### src/rtl/core/mains_phase_lock_period_pi_defines.svh
// Assertion macros shared by the phase lock modules.
`ifndef MAINS_PHASE_LOCK_PERIOD_PI_DEFINES_SVH
`define MAINS_PHASE_LOCK_PERIOD_PI_DEFINES_SVH

// Same-cycle implication, sampled on clk, off while rst_n is low.
`define MPLPI_ASSERT_IMP(label, ante, cons, msg) \
    label: assert property (@(posedge clk) disable iff (!rst_n) (ante) |-> (cons)) \
        else $error(msg);

// Next-cycle implication, sampled on clk, off while rst_n is low.
`define MPLPI_ASSERT_NXT(label, ante, cons, msg) \
    label: assert property (@(posedge clk) disable iff (!rst_n) (ante) |=> (cons)) \
        else $error(msg);

`endif

### src/rtl/core/mplpi_pkg.sv
// Types and constants of the mains phase lock period adjuster.
package mplpi_pkg;

    localparam int unsigned P_W     = 24;  // nominal period
    localparam int unsigned CAPT_W  = 25;  // captured timer count
    localparam int unsigned ERR_W   = 26;  // folded phase error
    localparam int unsigned ADJ_W   = 25;  // adjusted period
    localparam int unsigned INTEG_W = 36;  // error integral
    localparam int unsigned DVD_W   = 36;  // divider dividend
    localparam int unsigned DVS_W   = 24;  // divider divisor
    localparam int unsigned KDIV_W  = 16;  // P/400
    localparam int unsigned DLIM_W  = 18;  // P/120
    localparam int unsigned Q1_W    = 25;  // integral / 1000, signed
    localparam int unsigned QE_W    = 26;  // -err / (P/400), signed
    localparam int unsigned QQ_W    = 25;  // (integral/1000) / (P/400), signed
    localparam int unsigned DELTA_W = 27;

    localparam logic [P_W-1:0]     PERIOD_RESET = 24'd160000;
    localparam logic [KDIV_W-1:0]  KDIV_RESET   = 16'd400;
    localparam logic [DLIM_W-1:0]  DLIM_RESET   = 18'd1333;
    localparam logic [INTEG_W-1:0] LIM_RESET    = 36'd160000000;

    localparam logic [DVS_W-1:0] GAIN_DIV  = 24'd400;
    localparam logic [DVS_W-1:0] LIMIT_DIV = 24'd120;
    localparam logic [DVS_W-1:0] INTEG_DIV = 24'd1000;

    typedef enum logic [3:0] {
        S_IDLE,
        S_PRE400,
        S_PRE120,
        S_INTEG,
        S_CLAMP,
        S_DIVI,
        S_DIVE,
        S_DIVQ,
        S_SUM,
        S_LIMIT,
        S_RESULT
    } seq_state_t;

    typedef struct packed {
        logic             start;
        logic [DVD_W-1:0] dividend;
        logic [DVS_W-1:0] divisor;
    } div_req_t;

    typedef struct packed {
        logic             busy;
        logic             done;
        logic [DVD_W-1:0] quotient;
    } div_rsp_t;

    typedef struct packed {
        logic signed [ERR_W-1:0] phase_error;
        logic                    period_updated;
        logic [ADJ_W-1:0]        adjusted_period;
    } result_t;

endpackage

### src/rtl/core/mplpi_serdiv.sv
// Restoring unsigned divider, one quotient bit per cycle.
`include "mains_phase_lock_period_pi_defines.svh"

module mplpi_serdiv
(
    input  logic               clk,
    input  logic               rst_n,
    input  mplpi_pkg::div_req_t req,
    output mplpi_pkg::div_rsp_t rsp
);

    localparam int unsigned W     = mplpi_pkg::DVD_W;
    localparam int unsigned D     = mplpi_pkg::DVS_W;
    localparam int unsigned CNT_W = $clog2(W);
    localparam logic [CNT_W-1:0] LAST = CNT_W'(W - 1);

    logic             busy_reg, busy_next;
    logic             done_reg, done_next;
    logic [CNT_W-1:0] cnt_reg, cnt_next;
    logic [W-1:0]     quo_reg, quo_next;
    logic [D-1:0]     rem_reg, rem_next;
    logic [D-1:0]     dvs_reg, dvs_next;

    logic [D:0] shifted;
    logic [D:0] diff;
    logic       ge;

    always_comb
    begin
        shifted   = {rem_reg, quo_reg[W-1]};
        diff      = shifted - {1'b0, dvs_reg};
        ge        = !diff[D];
        busy_next = busy_reg;
        done_next = 1'b0;
        cnt_next  = cnt_reg;
        quo_next  = quo_reg;
        rem_next  = rem_reg;
        dvs_next  = dvs_reg;
        if (req.start)
        begin
            busy_next = 1'b1;
            cnt_next  = '0;
            quo_next  = req.dividend;
            rem_next  = '0;
            dvs_next  = req.divisor;
        end
        else if (busy_reg)
        begin
            // shift in the next dividend bit, subtract where it fits
            rem_next = ge ? diff[D-1:0] : shifted[D-1:0];
            quo_next = {quo_reg[W-2:0], ge};
            cnt_next = cnt_reg + 1'b1;
            if (cnt_reg == LAST)
            begin
                busy_next = 1'b0;
                done_next = 1'b1;
            end
        end
    end

    always_ff @(posedge clk or negedge rst_n)
    begin
        if (!rst_n)
        begin
            busy_reg <= 1'b0;
            done_reg <= 1'b0;
            cnt_reg  <= '0;
        end
        else
        begin
            busy_reg <= busy_next;
            done_reg <= done_next;
            cnt_reg  <= cnt_next;
        end
    end

    always_ff @(posedge clk)
    begin
        quo_reg <= quo_next;
        rem_reg <= rem_next;
        dvs_reg <= dvs_next;
    end

    assign rsp.busy     = busy_reg;
    assign rsp.done     = done_reg;
    assign rsp.quotient = quo_reg;

    `MPLPI_ASSERT_IMP(a_start_idle, req.start, !busy_reg, "divider started while busy")
    `MPLPI_ASSERT_NXT(a_finish, busy_reg && cnt_reg == LAST && !req.start, done_reg && !busy_reg, "divider did not finish on its last bit")

endmodule

### src/rtl/core/mplpi_seq.sv
// Sequencer and state of the phase lock: fold, integrate, PI update.
`include "mains_phase_lock_period_pi_defines.svh"

module mplpi_seq #(
    parameter int unsigned UPDATE_EVERY = 10
)
(
    input  logic                                clk,
    input  logic                                rst_n,
    input  logic                                cfg_valid,
    output logic                                cfg_ready,
    input  logic [mplpi_pkg::P_W-1:0]           cfg_data,
    input  logic                                in_valid,
    output logic                                in_ready,
    input  logic [mplpi_pkg::CAPT_W-1:0]        capt,
    output logic                                res_valid,
    input  logic                                res_ready,
    output mplpi_pkg::result_t                  res,
    output mplpi_pkg::div_req_t                 div_req,
    input  mplpi_pkg::div_rsp_t                 div_rsp
);

    localparam int unsigned P_W     = mplpi_pkg::P_W;
    localparam int unsigned CAPT_W  = mplpi_pkg::CAPT_W;
    localparam int unsigned ERR_W   = mplpi_pkg::ERR_W;
    localparam int unsigned ADJ_W   = mplpi_pkg::ADJ_W;
    localparam int unsigned INTEG_W = mplpi_pkg::INTEG_W;
    localparam int unsigned KDIV_W  = mplpi_pkg::KDIV_W;
    localparam int unsigned DLIM_W  = mplpi_pkg::DLIM_W;
    localparam int unsigned Q1_W    = mplpi_pkg::Q1_W;
    localparam int unsigned QE_W    = mplpi_pkg::QE_W;
    localparam int unsigned QQ_W    = mplpi_pkg::QQ_W;
    localparam int unsigned DELTA_W = mplpi_pkg::DELTA_W;
    localparam int unsigned CNT_W   = $clog2(UPDATE_EVERY + 1);
    localparam logic [CNT_W-1:0] UE_C = CNT_W'(UPDATE_EVERY);

    mplpi_pkg::seq_state_t state_reg, state_next;

    logic [P_W-1:0]      p_reg, p_next;
    logic [ADJ_W-1:0]    period_reg, period_next;
    logic [INTEG_W-1:0]  lim_reg, lim_next;
    logic [KDIV_W-1:0]   kdiv_reg, kdiv_next;
    logic [DLIM_W-1:0]   dlim_reg, dlim_next;
    logic [CNT_W-1:0]    cnt_reg, cnt_next;
    logic signed [INTEG_W-1:0] integ_reg, integ_next;

    logic signed [ERR_W-1:0]   err_reg, err_next;
    logic signed [INTEG_W-1:0] sum_reg, sum_next;
    logic signed [Q1_W-1:0]    q1_reg, q1_next;
    logic signed [QE_W-1:0]    qe_reg, qe_next;
    logic signed [QQ_W-1:0]    qq_reg, qq_next;
    logic signed [DELTA_W-1:0] delta_reg, delta_next;
    logic                      upd_reg, upd_next;

    logic                      in_fire;
    logic                      cfg_fire;
    logic                      fold;
    logic signed [ERR_W-1:0]   err_in;
    logic [CNT_W-1:0]          cnt_inc;
    logic signed [INTEG_W-1:0] lim_s;
    logic signed [INTEG_W-1:0] nlim_s;
    logic signed [INTEG_W-1:0] sum_neg;
    logic                      over;
    logic                      under;
    logic [INTEG_W-1:0]        integ_abs;
    logic [ERR_W-1:0]          err_abs;
    logic [Q1_W-1:0]           q1_abs;
    logic [mplpi_pkg::DVD_W-1:0] quo;
    logic signed [DELTA_W-1:0] dlim_s;
    logic signed [DELTA_W-1:0] delta_clamp;
    logic [DELTA_W-1:0]        period_sum;
    logic [INTEG_W-1:0]        cfg_p_ext;

    assign cfg_ready = (state_reg == mplpi_pkg::S_IDLE);
    assign in_ready  = (state_reg == mplpi_pkg::S_IDLE) && !cfg_valid;
    assign cfg_fire  = cfg_valid && cfg_ready;
    assign in_fire   = in_valid && in_ready;
    assign res_valid = (state_reg == mplpi_pkg::S_RESULT);

    assign res.phase_error     = err_reg;
    assign res.period_updated  = upd_reg;
    assign res.adjusted_period = period_reg;

    assign quo = div_rsp.quotient;

    always_comb
    begin
        // error is minus the capture; fold by one period past half a period
        fold   = capt > {2'b00, p_reg[P_W-1:1]};
        err_in = fold ? ({2'b00, p_reg} - {1'b0, capt}) : -{1'b0, capt};

        cnt_inc = cnt_reg + 1'b1;

        lim_s   = lim_reg;
        nlim_s  = -lim_reg;
        sum_neg = -sum_reg;
        over    = sum_reg > lim_s;
        under   = sum_reg < nlim_s;
        integ_abs = (over || under) ? lim_reg
                                    : (sum_reg[INTEG_W-1] ? sum_neg : sum_reg);

        err_abs = err_reg[ERR_W-1] ? -err_reg : err_reg;
        q1_abs  = q1_reg[Q1_W-1] ? -q1_reg : q1_reg;

        dlim_s      = {{(DELTA_W-DLIM_W){1'b0}}, dlim_reg};
        delta_clamp = (delta_reg > dlim_s) ? dlim_s
                    : ((delta_reg < -dlim_s) ? -dlim_s : delta_reg);
        period_sum  = {{(DELTA_W-P_W){1'b0}}, p_reg} + delta_clamp;

        // P * 1000 as shifts
        cfg_p_ext = {{(INTEG_W-P_W){1'b0}}, cfg_data};

        state_next  = state_reg;
        p_next      = p_reg;
        period_next = period_reg;
        lim_next    = lim_reg;
        kdiv_next   = kdiv_reg;
        dlim_next   = dlim_reg;
        cnt_next    = cnt_reg;
        integ_next  = integ_reg;
        err_next    = err_reg;
        sum_next    = sum_reg;
        q1_next     = q1_reg;
        qe_next     = qe_reg;
        qq_next     = qq_reg;
        delta_next  = delta_reg;
        upd_next    = upd_reg;

        div_req.start    = 1'b0;
        div_req.dividend = '0;
        div_req.divisor  = '0;

        unique case (state_reg)
            mplpi_pkg::S_IDLE:
            begin
                if (cfg_fire)
                begin
                    p_next      = cfg_data;
                    period_next = {1'b0, cfg_data};
                    lim_next    = (cfg_p_ext << 10) - (cfg_p_ext << 4) - (cfg_p_ext << 3);
                    div_req.start    = 1'b1;
                    div_req.dividend = {{(mplpi_pkg::DVD_W-P_W){1'b0}}, cfg_data};
                    div_req.divisor  = mplpi_pkg::GAIN_DIV;
                    state_next = mplpi_pkg::S_PRE400;
                end
                else if (in_fire)
                begin
                    err_next   = err_in;
                    state_next = mplpi_pkg::S_INTEG;
                end
            end
            mplpi_pkg::S_PRE400:
            begin
                if (div_rsp.done)
                begin
                    // a zero gain divisor is forced to one
                    kdiv_next = (quo[KDIV_W-1:0] == '0) ? KDIV_W'(1) : quo[KDIV_W-1:0];
                    div_req.start    = 1'b1;
                    div_req.dividend = {{(mplpi_pkg::DVD_W-P_W){1'b0}}, p_reg};
                    div_req.divisor  = mplpi_pkg::LIMIT_DIV;
                    state_next = mplpi_pkg::S_PRE120;
                end
            end
            mplpi_pkg::S_PRE120:
            begin
                if (div_rsp.done)
                begin
                    dlim_next  = quo[DLIM_W-1:0];
                    state_next = mplpi_pkg::S_IDLE;
                end
            end
            mplpi_pkg::S_INTEG:
            begin
                sum_next   = integ_reg - {{(INTEG_W-ERR_W){err_reg[ERR_W-1]}}, err_reg};
                state_next = mplpi_pkg::S_CLAMP;
            end
            mplpi_pkg::S_CLAMP:
            begin
                integ_next = over ? lim_s : (under ? nlim_s : sum_reg);
                if (cnt_inc == UE_C)
                begin
                    cnt_next = '0;
                    div_req.start    = 1'b1;
                    div_req.dividend = integ_abs;
                    div_req.divisor  = mplpi_pkg::INTEG_DIV;
                    state_next = mplpi_pkg::S_DIVI;
                end
                else
                begin
                    cnt_next   = cnt_inc;
                    upd_next   = 1'b0;
                    state_next = mplpi_pkg::S_RESULT;
                end
            end
            mplpi_pkg::S_DIVI:
            begin
                if (div_rsp.done)
                begin
                    q1_next = integ_reg[INTEG_W-1] ? -quo[Q1_W-1:0] : quo[Q1_W-1:0];
                    div_req.start    = 1'b1;
                    div_req.dividend = {{(mplpi_pkg::DVD_W-ERR_W){1'b0}}, err_abs};
                    div_req.divisor  = {{(mplpi_pkg::DVS_W-KDIV_W){1'b0}}, kdiv_reg};
                    state_next = mplpi_pkg::S_DIVE;
                end
            end
            mplpi_pkg::S_DIVE:
            begin
                if (div_rsp.done)
                begin
                    // proportional term carries the sign of minus the error
                    qe_next = err_reg[ERR_W-1] ? {1'b0, quo[QE_W-2:0]} : -{1'b0, quo[QE_W-2:0]};
                    div_req.start    = 1'b1;
                    div_req.dividend = {{(mplpi_pkg::DVD_W-Q1_W){1'b0}}, q1_abs};
                    div_req.divisor  = {{(mplpi_pkg::DVS_W-KDIV_W){1'b0}}, kdiv_reg};
                    state_next = mplpi_pkg::S_DIVQ;
                end
            end
            mplpi_pkg::S_DIVQ:
            begin
                if (div_rsp.done)
                begin
                    qq_next = q1_reg[Q1_W-1] ? -{1'b0, quo[QQ_W-2:0]} : {1'b0, quo[QQ_W-2:0]};
                    state_next = mplpi_pkg::S_SUM;
                end
            end
            mplpi_pkg::S_SUM:
            begin
                delta_next = {qe_reg[QE_W-1], qe_reg}
                           + {{(DELTA_W-QQ_W){qq_reg[QQ_W-1]}}, qq_reg};
                state_next = mplpi_pkg::S_LIMIT;
            end
            mplpi_pkg::S_LIMIT:
            begin
                period_next = period_sum[ADJ_W-1:0];
                upd_next    = 1'b1;
                state_next  = mplpi_pkg::S_RESULT;
            end
            mplpi_pkg::S_RESULT:
            begin
                if (res_ready)
                    state_next = mplpi_pkg::S_IDLE;
            end
            default:
            begin
                state_next = mplpi_pkg::S_IDLE;
            end
        endcase
    end

    always_ff @(posedge clk or negedge rst_n)
    begin
        if (!rst_n)
        begin
            state_reg  <= mplpi_pkg::S_IDLE;
            p_reg      <= mplpi_pkg::PERIOD_RESET;
            period_reg <= {1'b0, mplpi_pkg::PERIOD_RESET};
            lim_reg    <= mplpi_pkg::LIM_RESET;
            kdiv_reg   <= mplpi_pkg::KDIV_RESET;
            dlim_reg   <= mplpi_pkg::DLIM_RESET;
            cnt_reg    <= '0;
            integ_reg  <= '0;
        end
        else
        begin
            state_reg  <= state_next;
            p_reg      <= p_next;
            period_reg <= period_next;
            lim_reg    <= lim_next;
            kdiv_reg   <= kdiv_next;
            dlim_reg   <= dlim_next;
            cnt_reg    <= cnt_next;
            integ_reg  <= integ_next;
        end
    end

    always_ff @(posedge clk)
    begin
        err_reg   <= err_next;
        sum_reg   <= sum_next;
        q1_reg    <= q1_next;
        qe_reg    <= qe_next;
        qq_reg    <= qq_next;
        delta_reg <= delta_next;
        upd_reg   <= upd_next;
    end

    `MPLPI_ASSERT_NXT(a_accept_integ, in_fire, state_reg == mplpi_pkg::S_INTEG, "accepted item did not enter integration")
    `MPLPI_ASSERT_IMP(a_done_expected, div_rsp.done, state_reg == mplpi_pkg::S_PRE400 || state_reg == mplpi_pkg::S_PRE120 || state_reg == mplpi_pkg::S_DIVI || state_reg == mplpi_pkg::S_DIVE || state_reg == mplpi_pkg::S_DIVQ, "divider finished outside a division step")

endmodule

### src/rtl/core/mains_phase_lock_period_pi.sv
// Top level of the mains phase lock PI period adjuster.
// Each item is the timer count captured at a mains zero crossing; one result item follows
// with the folded phase error, an update flag and the current adjusted period. A crossing
// without a period update passes the integrate, clamp and result states into the output
// register. Every UPDATE_EVERY-th crossing runs three divisions through the shared divider,
// which yields one quotient bit per cycle over a 36-bit dividend. Writing the nominal period
// starts two more divisions (P/400 and P/120), during which no item is accepted. A finished
// result sits in the output register, so the next item can be accepted while it waits to be
// taken.
module mains_phase_lock_period_pi #(
    parameter int unsigned UPDATE_EVERY = 10
)
(
    input  logic                                  clk,
    input  logic                                  rst_n,
    input  logic                                  cfg_valid,
    output logic                                  cfg_ready,
    input  logic [mplpi_pkg::P_W-1:0]             nominal_period_ticks,
    input  logic                                  in_valid,
    output logic                                  in_ready,
    input  logic [mplpi_pkg::CAPT_W-1:0]          captured_ticks,
    output logic                                  out_valid,
    input  logic                                  out_ready,
    output logic signed [mplpi_pkg::ERR_W-1:0]    phase_error,
    output logic                                  period_updated,
    output logic [mplpi_pkg::ADJ_W-1:0]           adjusted_period
);

    mplpi_pkg::div_req_t div_req;
    mplpi_pkg::div_rsp_t div_rsp;
    mplpi_pkg::result_t  res;
    mplpi_pkg::result_t  out_reg, out_next;
    logic                res_valid;
    logic                res_ready;
    logic                out_valid_reg, out_valid_next;

    mplpi_serdiv u_div
    (
        .clk   (clk),
        .rst_n (rst_n),
        .req   (div_req),
        .rsp   (div_rsp)
    );

    mplpi_seq #(
        .UPDATE_EVERY (UPDATE_EVERY)
    ) u_seq
    (
        .clk       (clk),
        .rst_n     (rst_n),
        .cfg_valid (cfg_valid),
        .cfg_ready (cfg_ready),
        .cfg_data  (nominal_period_ticks),
        .in_valid  (in_valid),
        .in_ready  (in_ready),
        .capt      (captured_ticks),
        .res_valid (res_valid),
        .res_ready (res_ready),
        .res       (res),
        .div_req   (div_req),
        .div_rsp   (div_rsp)
    );

    // take a new result when the output slot is empty or being drained
    assign res_ready = !out_valid_reg || out_ready;

    always_comb
    begin
        out_valid_next = out_valid_reg;
        out_next       = out_reg;
        if (res_valid && res_ready)
        begin
            out_valid_next = 1'b1;
            out_next       = res;
        end
        else if (out_ready)
        begin
            out_valid_next = 1'b0;
        end
    end

    always_ff @(posedge clk or negedge rst_n)
    begin
        if (!rst_n)
            out_valid_reg <= 1'b0;
        else
            out_valid_reg <= out_valid_next;
    end

    always_ff @(posedge clk)
    begin
        out_reg <= out_next;
    end

    assign out_valid       = out_valid_reg;
    assign phase_error     = out_reg.phase_error;
    assign period_updated  = out_reg.period_updated;
    assign adjusted_period = out_reg.adjusted_period;

endmodule

### config.mk
export PLATFORM = sky130hd
export DESIGN_NAME = mains_phase_lock_period_pi
export DESIGN_NICKNAME = d
export VERILOG_FILES = /design/src/rtl/core/mplpi_pkg.sv /design/src/rtl/core/mplpi_serdiv.sv /design/src/rtl/core/mplpi_seq.sv /design/src/rtl/core/mains_phase_lock_period_pi.sv
export VERILOG_INCLUDE_DIRS = /design/src /design/src/rtl/core
export SDC_FILE = /design/constraint.sdc
export NUM_CORES = 1
export LEC_CHECK = 0
export BUFFER_PORTS_ARGS = -buffer_cell sky130_fd_sc_hd__buf_2
export CAP_MARGIN = 40
export CORE_MARGIN = 5
export CORE_UTILIZATION = 30
export CTS_CLUSTER_SIZE = 10
export DETAILED_ROUTE_END_ITERATION = 8
export SLEW_MARGIN = 20
export SYNTH_ARGS = -nofsm -noshare
export SYNTH_HDL_FRONTEND = slang
export SYNTH_SLANG_ARGS = --single-unit
### constraint.sdc
create_clock -name clk -period 18.25 [get_ports clk]
set_input_delay 3.65 -clock clk [delete_from_list [all_inputs] [get_ports clk]]
set_output_delay 3.65 -clock clk [all_outputs]
set_load 0.01 [all_outputs]
==> run_results.csv <==
group,metric,value,unit
logic_synthesis,synthArstFlopShare,0.364,
logic_synthesis,yosysMostFrequentCell,"nand2_1",
place,port-buffer-count,108,
layout,final_cells,5359,
setup_path,crit_slowest_cell,"o41ai_1",
clocking,cts-htree-levels,2,
global_routing,grt_pass1_vias,27474,
place,post-dp-hpwl,83800,µm
global_routing,gr-usage-met1,0.236,
timing,setup_viol,0,
hold_path,hold-path-cell-count,0,
route,vias,28722,
timing,tightest_slew,900,ps
clocking,clockRootBuffer,"clkbuf_16",
setup_path,cpPeakStageDelay,710,ps
floorplan,dieArea,120000,µm²
power,p_sw,2700,µW
logic_synthesis,yosys-top-cells-count,"nand2_1 (393), ha_1 (309), o21ai_0 (301)",
layout,drive_gt1_frac,0.0845,
route,drc,0,
global_routing,grt_use_met2,0.289,
setup_path,required,18750,ps
logic_synthesis,yosysTopAreaCell,"edfxtp_1",
logic_synthesis,synth_top_flop_cell,"edfxtp_1",
floorplan,ioPinCount,109,
global_routing,grt_antenna_before_repair,11,
route,via_per_inst,5.36,
power,p_leak,0.0160,µW
logic_synthesis,synth_seq_cells,462,
place,gp_congestion,0.911,
status,status,"finished clean",
logic_synthesis,ys_warn_count,0,
clocking,hold_buffers,0,
setup_path,arrival,8510,ps
layout,nets,4175,
place,post_dp_cell_area,36300,µm²
global_routing,grt_use_total,0.176,
power,power_density,160,nW/µm²
logic_synthesis,synthCells,3751,
clocking,clk_latency,640,ps
logic_synthesis,syn-num-nets,4119,
global_routing,grt_use_met3,0.0306,
clocking,cts_buffer_depth,3,
layout,final_area,38100,µm²
route,wl_per_cell,20.5,µm
logic_synthesis,yosysUniqueCellTypes,80,
clocking,numClockSinks,462,
power,vdd_ir_drop_max,0.118,mV
floorplan,start_util,0.302,
route,drt_iter0_markers,2624,
timing,final.period_utilization,0.439,
logic_synthesis,synth-edff-count,270,
power,comb_power_share,0.498,
timing,finalSetupTns,0,ps
global_routing,grt_max_degree,72,
timing,clock_skew,28.9,ps
global_routing,grt_pass1_wl,167000,µm
timing,whs,450,ps
timing,slew_headroom,0.392,
logic_synthesis,netlist_area,34000,µm²
layout,syn2layout_area_growth,12.1,%
power,pwr-share-seq,0.322,
setup_path,path_class,"reg2reg",
timing,fmax,0.125,GHz
logic_synthesis,synth_top_area_frac,0.239,
route,final_antenna_net_count,0,
setup_path,cp_max_fo,49,
global_routing,busiest_layer,"met2",
logic_synthesis,syn_area_per_cell,9.06,µm²
logic_synthesis,synth.area.top_cells,"edfxtp_1 (24%), ha_1 (11%), dfrtp_1 (10%), xnor2_1 (6.7%), o21ai_0 (4.4%)",
power,p_sw_frac,0.445,
timing,hold_viol_final,0,
clocking,cts_made_buffers,58,
setup_path,r2r_cells,26,
setup_path,start_kind,"register",
logic_synthesis,yosysSeqAreaShare,0.377,
route,wl,110000,µm
power,power.total,6080,µW
power,p_int,3380,µW
floorplan,rows,123,
power,power_frac_clock,0.181,
global_routing,gr-total-overflow,0,
clocking,postCtsSetupBuffers,0,
place,dp_cells,5244,
timing,rsz0062_at_grt,"no",
clocking,cts_tree,"done",
clocking,cts_resized,0,
setup_path,end_kind,"register",
floorplan,die_w,347,µm
floorplan,die_h,347,µm
timing,period_minus_slack,8010,ps
route,first_pass_iters,8,
hold_path,hold_class,"reg2reg",
clocking,clkTransAtPathRegs,60,ps
timing,drv_slew,0,
floorplan,core-area,112000,µm²
run,maxCapViolCount,0,
==> power groups by stage <==
stage	clock network [µW]	registers, µW	logic, µW
after floorplan	0	1700	2320
after global placement	0	1970	2930
after detailed placement	0	1960	2980
after CTS	1120	1940	3000
after global routing	1160	1980	3380
final	1100	1960	3030
==> placed cells by master, fill, tap and decap left out, drive strengths merged, types with 41 or more instances in the layout <==
cell / count
a21oi: 230
ha: 309
mux2i: 47
xnor2: 261
buf: 152
nand3: 67
inv: 250
edfxtp: 270
nor3: 109
o21a: 41
nand2: 393
nand4: 44
or3: 41
a31oi: 64
clkbuf: 101
a21o: 114
xor2: 97
nor2: 244
o21ai: 303
dfrtp: 141
==> final cells by class <==
class,count,area (µm²)
Tap cell,1500,1880
Antenna cell,3,7.51
Inverter,249,935
Fill cell,11530,74400
Clock inverter,10,111
Timing Repair Buffer,154,938
Clock buffer,99,1670
Multi-Input combinational cell,2882,19700
Sequential cell,462,12800
==> worst max-delay path: cells and delay by family (launching register included) <==
kind	cells	cell delay, ps
xor+xnor	2	370
flops	1	440
buf+inv	1	480
mux	1	150
fa+ha+maj	2	570
compound gates	13	3590
simple gates	7	2220
==> logic make-up (layout without fill, tap and decap cells) <==
group,count (synthesis),in the layout,synth area share
and+or+nand+nor,1108,1108,0.153
AOI/OAI and AO/OA,1034,1034,0.194
DFF,462,462,0.377
buffers and inverters,407,512,0.0454
xor gates and xnor gates,358,358,0.0923
adders and majority gates,314,314,0.117
muxes,68,68,0.0208
other,0,3,0
==> per-layer routing <==
layer  wire [µm]  share of wire
met1       48100           0.44
met2       50300           0.46
met3        7730          0.070
met4        3830          0.035
met5          79        0.00072
==> worst paths after layout <==
| check | slack, ps | startpoint | to |
|---|---|---|---|
| worst max-delay path | 10240 | u_seq.dlim_reg[1]$_DFFE_PN0P_ | u_seq.period_reg[23]$_DFFE_PN0P_ |
| worst min-delay path | 450 | u_seq.period_reg[18]$_DFFE_PN0P_ | adjusted_period[18]$_DFFE_PP_ |
| worst max register to register | 10240 | u_seq.dlim_reg[1]$_DFFE_PN0P_ | u_seq.period_reg[23]$_DFFE_PN0P_ |
| worst min register to register | 450 | u_seq.period_reg[18]$_DFFE_PN0P_ | adjusted_period[18]$_DFFE_PP_ |
| max in group asynchronous | 13550 | rst_n | u_seq.p_reg[14]$_DFFE_PN1P_ |
| min in group asynchronous | 2970 | rst_n | u_seq.integ_reg[33]$_DFFE_PN0P_ |
==> stage by stage <==
step | util | setup WS (ps)
floorplan | - | 10220
global placement | 0.322 | 9360
detailed placement | 0.322 | 9280
CTS | 0.338 | 9940
global route | 0.338 | 9700
finish | 0.339 | 10240
(Power assumes the default switching activity.)
